### src/hw/rtl/prim_maze_carver_defines.svh
// assertion macros for the maze carver
`ifndef PRIM_MAZE_CARVER_DEFINES_SVH
`define PRIM_MAZE_CARVER_DEFINES_SVH

// property holds in the cycle after the trigger
`define PMC_ASSERT_NEXT(label, clk, rst, trig, prop) \
  label: assert property (@(posedge clk) disable iff (rst) (trig) |=> (prop)) \
    else $error("assertion failed");

// property holds in the same cycle as the trigger
`define PMC_ASSERT_NOW(label, clk, rst, trig, prop) \
  label: assert property (@(posedge clk) disable iff (rst) (trig) |-> (prop)) \
    else $error("assertion failed");

`endif

### src/hw/rtl/pmc_pkg.sv
`default_nettype none
package pmc_pkg;

  localparam int MAX_ROWS = 32;
  localparam int MAX_COLS = 32;
  localparam int CELLS = MAX_ROWS * MAX_COLS;
  localparam int RW = $clog2(MAX_ROWS);
  localparam int CW = $clog2(MAX_COLS);
  localparam int IW = RW + CW;
  localparam int NW = $clog2(CELLS + 1);
  localparam int CFG_IDX_W = 1;
  localparam int CFG_DATA_W = 6;

  localparam logic [CFG_IDX_W-1:0] REG_GRID_ROWS = 1'd0;
  localparam logic [CFG_IDX_W-1:0] REG_GRID_COLS = 1'd1;

  localparam logic [1:0] MARK_NONE = 2'd0;
  localparam logic [1:0] MARK_BOUND = 2'd1;
  localparam logic [1:0] MARK_DISC = 2'd2;

  typedef struct packed {
    logic        restart;
    logic [15:0] rand_start_row;
    logic [15:0] rand_start_col;
    logic [15:0] rand_pick;
    logic [15:0] rand_neighbor;
  } in_word_t;

  typedef struct packed {
    logic       wall_kind;
    logic [4:0] wall_row;
    logic [4:0] wall_col;
    logic       maze_done;
  } out_word_t;

  // divider handshake
  typedef struct packed {
    logic        start;
    logic [15:0] num;
    logic [NW-1:0] den;
  } div_req_t;

endpackage
`default_nettype wire

### src/hw/rtl/pmc_mod_unit.sv
`default_nettype none
// shift-subtract remainder, one bit per cycle
module pmc_mod_unit import pmc_pkg::*; (
  input  wire logic     clk,
  input  wire logic     rst,
  input  wire div_req_t req,
  output logic          busy,
  output logic [NW-1:0] rem
);
  logic [15:0] num;
  logic [NW:0] acc;
  logic [NW:0] trial;
  logic [4:0]  cnt;

  assign trial = {acc[NW-1:0], num[15]} - {1'b0, req.den};
  assign rem = acc[NW-1:0];

  always_ff @(posedge clk) begin
    if (rst) begin
      busy <= 1'b0;
      cnt <= '0;
    end else if (req.start) begin
      busy <= 1'b1;
      cnt <= 5'd16;
      num <= req.num;
      acc <= '0;
    end else if (busy) begin
      num <= {num[14:0], 1'b0};
      if (!trial[NW]) acc <= trial;
      else acc <= {acc[NW-1:0], num[15]};
      cnt <= cnt - 5'd1;
      if (cnt == 5'd1) busy <= 1'b0;
    end
  end
endmodule
`default_nettype wire

### config.mk
export PLATFORM = sky130hd
export DESIGN_NAME = pmc_mod_unit
export DESIGN_NICKNAME = d
export VERILOG_FILES = /design/src/hw/rtl/prim_maze_carver_defines.svh /design/src/hw/rtl/pmc_pkg.sv /design/src/hw/rtl/pmc_mod_unit.sv
export SDC_FILE = /design/constraint.sdc
export NUM_CORES = 1
export LEC_CHECK = 0
export BUFFER_PORTS_ARGS = -buffer_cell sky130_fd_sc_hd__buf_4
export CAP_MARGIN = 20
export CORE_AREA = 2 2 62 64
export CTS_BUF_LIST = sky130_fd_sc_hd__clkbuf_4 sky130_fd_sc_hd__clkbuf_8 sky130_fd_sc_hd__clkbuf_16
export DETAILED_ROUTE_END_ITERATION = 8
export DIE_AREA = 0 0 64 66
export GPL_TIMING_DRIVEN = 1
export PLACE_DENSITY = 0.83
export SETUP_SLACK_MARGIN = 0.15
export SLEW_MARGIN = 20
export SYNTH_ARGS = -nofsm -noshare
export SYNTH_HDL_FRONTEND = slang
export SYNTH_SLANG_ARGS = --single-unit
export TNS_END_PERCENT = 20
### constraint.sdc
create_clock -name clk -period 6.5 [get_ports clk]
set_input_delay 0.975 -clock clk [delete_from_list [all_inputs] [get_ports clk]]
set_output_delay 0.975 -clock clk [all_outputs]
set_load 0.005 [all_outputs]
# Yosys cells after proc, flatten, opt, wreduce, memory -nomap -nowiden
# Index checks and enable logic that the tools add are counted.
# Widths: inputs -> output; s select.
[word_totals]
out_inout_bits = 12
mem_bits_rw = 0
n_memories = 0
reg_bits = 33
wordCells = 21
mem_bits_ro = 0
in_bits = 30
latch_bits = 0
[op_classes]
shifts = 0
eq_ne = 1
bitwise_logic = 1
reduce_logical = 3
n_addsub = 2
n_mul = 0
div = 0
magnitude_cmp = 0
muxes = 9
[op_table]
columns = ["operator", "n"]
rows = [
  ["$mux 16", 2],
  ["$mux 11", 2],
  ["$sub 12x11->12", 1],
  ["$mux 5", 2],
  ["$eq 5x1->1 const B", 1],
  ["$sub 5x1->5 const B", 1],
  ["$mux 1", 3],
  ["$reduce_and 2->1", 1],
  ["$reduce_bool 2->1", 1],
  ["$reduce_or 2->1", 1],
  ["$not 1->1", 1],
]

# Logic depth before layout (Yosys ltp)
[depth]
word_depth = 4
depth_mapped = 10
mapped_depth_nobuf = 10

# Worst setup path before layout
# No wires, ideal clock.
[synth_path]
path_type = "input -> register"
start = "input port req[0] in the netlist's numbering"
end = "register acc[8], data pin"
setup_time_ps = 147
t_required_ps = 6353
slack_ps = 3355
n_path_buf = 0
t_arrival_ps = 2999
path_stages = 9
cell_sequence = "ha_1 inv_1 fa_1 a211oi_2 o21bai_1 a2111o_1 nand3_1 or4b_1 a21oi_1"
[synth_between]
elab_chain_cells = 3
[synth_lines]
columns = ["element", "line", "source"]
rows = [
  ["start: declaration", "pmc_mod_unit.sv:6", "input wire div_req_t req,"],
  ["$sub 12x11->12", "pmc_mod_unit.sv:15", "assign trial = {acc[NW-1:0], num[15]} - {1'b0, req.den};"],
  ["$mux 11", "pmc_mod_unit.sv:29", "if (!trial[NW]) acc <= trial;"],
  ["$mux 11", "pmc_mod_unit.sv:27", "end else if (busy) begin"],
  ["end signal: assignment", "pmc_mod_unit.sv:29", ""],
  ["end signal: assignment", "pmc_mod_unit.sv:30", "else acc <= {acc[NW-1:0], num[15]};"],
  ["end: declaration", "pmc_mod_unit.sv:11", "logic [NW:0] acc;"],
]
# No other way between the ends. The select of a mux whose other input is x is not followed.
# A chain may end at the register's enable or synchronous reset.

# Worst setup path in the final report
# Same ends and word-level chain as after synthesis.

==> flow_summary.json <==
{
  "maxSlewViolCount": 0,
  "synth_edf_count": 27,
  "coreArea_um2": 3550,
  "drive_gt1_frac": 0.312,
  "rsz0062_at_grt": "false",
  "fin_setup_tns_ns": 0,
  "worst_slew_pin_slew_ns": 0.721,
  "wl_per_cell_um": 13.4,
  "grt_overflow": 0,
  "start_kind": "input pin",
  "startpoint": "req[0]",
  "end_kind": "register",
  "numCtsBuffers": 5,
  "min_path_type": "reg -> reg",
  "ant_nets": 0,
  "wl_um": 3740,
  "critPathKind": "in -> reg",
  "drt_iter0_drc": 94,
  "synth-seq-area-share": 0.456,
  "setup_viol": 0,
  "route.met3.wl_um": 205,
  "cts_resized": 0,
  "finalHoldViolCount": 0,
  "fin_crit_sh": 0.466,
  "clockBufferDepth": 2,
  "syn_nets": 232,
  "clock-root-buffer": "clkbuf_4",
  "grt_pass1_vias": 1488,
  "fmax_mhz": 330,
  "cts_setup_buffers": 0,
  "first_pass_iters": 4,
  "syn_area_um2": 2040,
  "clk_latency_ns": 0.33,
  "drcViolationCount": 0,
  "grt_usage": 0.203,
  "diodes": 0,
  "r2r-end": "acc[8]",
  "fin_skew_ns": 0.00667,
  "ys_ff_latch": 33,
  "fin_area_um2": 2480,
  "io_pins": 42,
  "clk_pin_slew_ns": 0.09,
  "synthDistinctLibCells": 44,
  "die_w_um": 64,
  "fp-row-count": 22,
  "dieArea_um2": 4220,
  "status": "completed",
  "netlist_instances": 188,
  "fin_nets": 274,
  "peakVddDrop_uv": 162,
  "place_congestion": 0.856,
  "grt_pass1_wl_um": 6580,
  "p_leak_uw": 0.00103,
  "crit_end": "acc[8]",
  "htree_levels": 2,
  "r2r_start": "num[15]",
  "viasPerCell": 5.52,
  "max_slew_margin": 0.520,
  "syn_area_per_cell_um2": 10.8,
  "routed-via-count": 1540,
  "p_per_area_nw_per_um2": 236,
  "maxCapViolations": 0,
  "antenna_found_initial": 0,
  "finalCriticalPeriod_ns": 3.03,
  "initial_core_util": 0.574,
  "portBuffers": 41,
  "rr_worst_depth": 10,
  "syn2layout_area_growth_pct": 21.5,
  "dp_hpwl_um": 2840,
  "post_dp_cell_area_um2": 2390,
  "synthFlopType": "edfxtp_1",
  "cts_num_sinks": 33,
  "path_max_fanout": 3,
  "hold_buffers": 0,
  "die_height_um": 66,
  "yosysWarnings": 0,
  "wl_met2_um": 1750,
  "ff2ff_setup_slack_ns": 3.74,
  "grt_max_degree": 35,
  "cp.required_ns": 6.68,
  "cts_tree": "yes",
  "wl_met1_um": 1720,
  "cp.arrival_ns": 3.21,
  "synth-async-reset-ratio": 0,
  "top_layer": "met4"
}
[critical path, cell delays in order]
cell,delay (ns)
buf_4,0.08
ha_1,0.15
inv_1,0.05
fa_1,0.42
a211oi_2,0.28
o21bai_1,0.14
a2111o_1,0.44
nand3_1,0.09
or4b_1,0.44
a21oi_1,0.15
[per-stage QoR]
step | hold WS (ns) | cells | worst slack (ns) | utilization | power (uW)
after global placement | 0.488 | 271 | 3.19 | 0.673 | 425
after global routing | 0.548 | 279 | 3.28 | 0.698 | 621
after floorplan | 0.469 | 188 | 3.35 | - | 381
after detailed placement | 0.500 | 271 | 3.15 | 0.673 | 428
after CTS | 0.516 | 279 | 3.49 | 0.698 | 591
final | 0.510 | 279 | 3.47 | 0.698 | 584
[routing by layer]
| layer | GRT usage | vias up |
|---|---|---|
| li1 | - | 794 |
| met1 | 0.262 | 704 |
| met2 | 0.327 | 36 |
| met3 | 0.0494 | 6 |
| met4 | 0.0842 | 0 |
| met5 | 0 | - |
[cells in the mapped netlist, drive strengths merged, types with 2 or more instances]
| cell | n | area [um2] |
|---|---|---|
| nor2 | 9 | 33.8 |
| o2111ai | 2 | 23.8 |
| nand2 | 3 | 11.3 |
| dfxtp | 6 | 120 |
| a311oi | 2 | 17.5 |
| nand4 | 2 | 12.5 |
| mux2 | 15 | 169 |
| or4b | 3 | 30.0 |
| nand3 | 9 | 45.0 |
| a21o | 5 | 37.5 |
| edfxtp | 27 | 811 |
| a21oi | 20 | 100 |
| xor2 | 2 | 17.5 |
| xnor2 | 5 | 43.8 |
| and2 | 2 | 12.5 |
| inv | 16 | 60.1 |
| ha | 13 | 163 |
| nor3 | 5 | 25.0 |
| o21ai | 13 | 65.1 |
| a211o | 2 | 17.5 |
| clkbuf | 6 | 22.5 |
[final cells by class]
cell class                 instances  area, um2
fill                             282       1070
multi-input combinational        132       1020
sequential                        33        931
timing repair buffer              42        315
inverter                          16       60.1
tap                               48       60.1
clock buffer                       7       58.8
clock inverter                     1       30.0
[how the worst min path moves through the flow]
stage / startpoint / to / cells past startpoint
3_5_place_dp: cnt[1] / cnt[1] / 2
3_3_place_gp: cnt[1] / cnt[1] / 2
4_1_cts: cnt[1] / cnt[1] / 2
2_1_floorplan: cnt[1] / cnt[1] / 2
6_report: cnt[1] / cnt[1] / 2
5_1_grt: cnt[1] / cnt[1] / 2
[cell families after synthesis]
logic type	count (synthesis)	synth area share
fa+ha+maj	14	0.0896
mux	15	0.0828
compound gates	57	0.194
xor+xnor	7	0.0301
simple gates	39	0.104
flops	33	0.456
buf+inv	23	0.0429
[cell usage in the layout (no fill, tap or decap), drive strengths merged, types with 3 or more instances in the layout]
cell type  netlist  final
a21o             5      5
a21oi           20     20
buf              1     42
clkbuf           6      7
dfxtp            6      6
edfxtp          27     27
ha              13     13
inv             16     16
mux2            15     15
nand2            3      3
nand3            9      9
nor2             9      9
nor3             5      5
o21ai           13     13
or4b             3      3
xnor2            5      5
[power by group]
group | total (uW) | switching (uW) | internal [uW] | leakage [uW]
sequential | 262 | 11.3 | 251 | 0.000310
clock | 161 | 64.5 | 96.0 | 0.0000489
combinational | 162 | 81.2 | 80.3 | 0.000669
[sequential cells by signal, indices dropped and copies added (netlist names)]
register / flops
num: 16
acc: 11
cnt: 5
busy: 1
(Power assumes the default switching activity.)
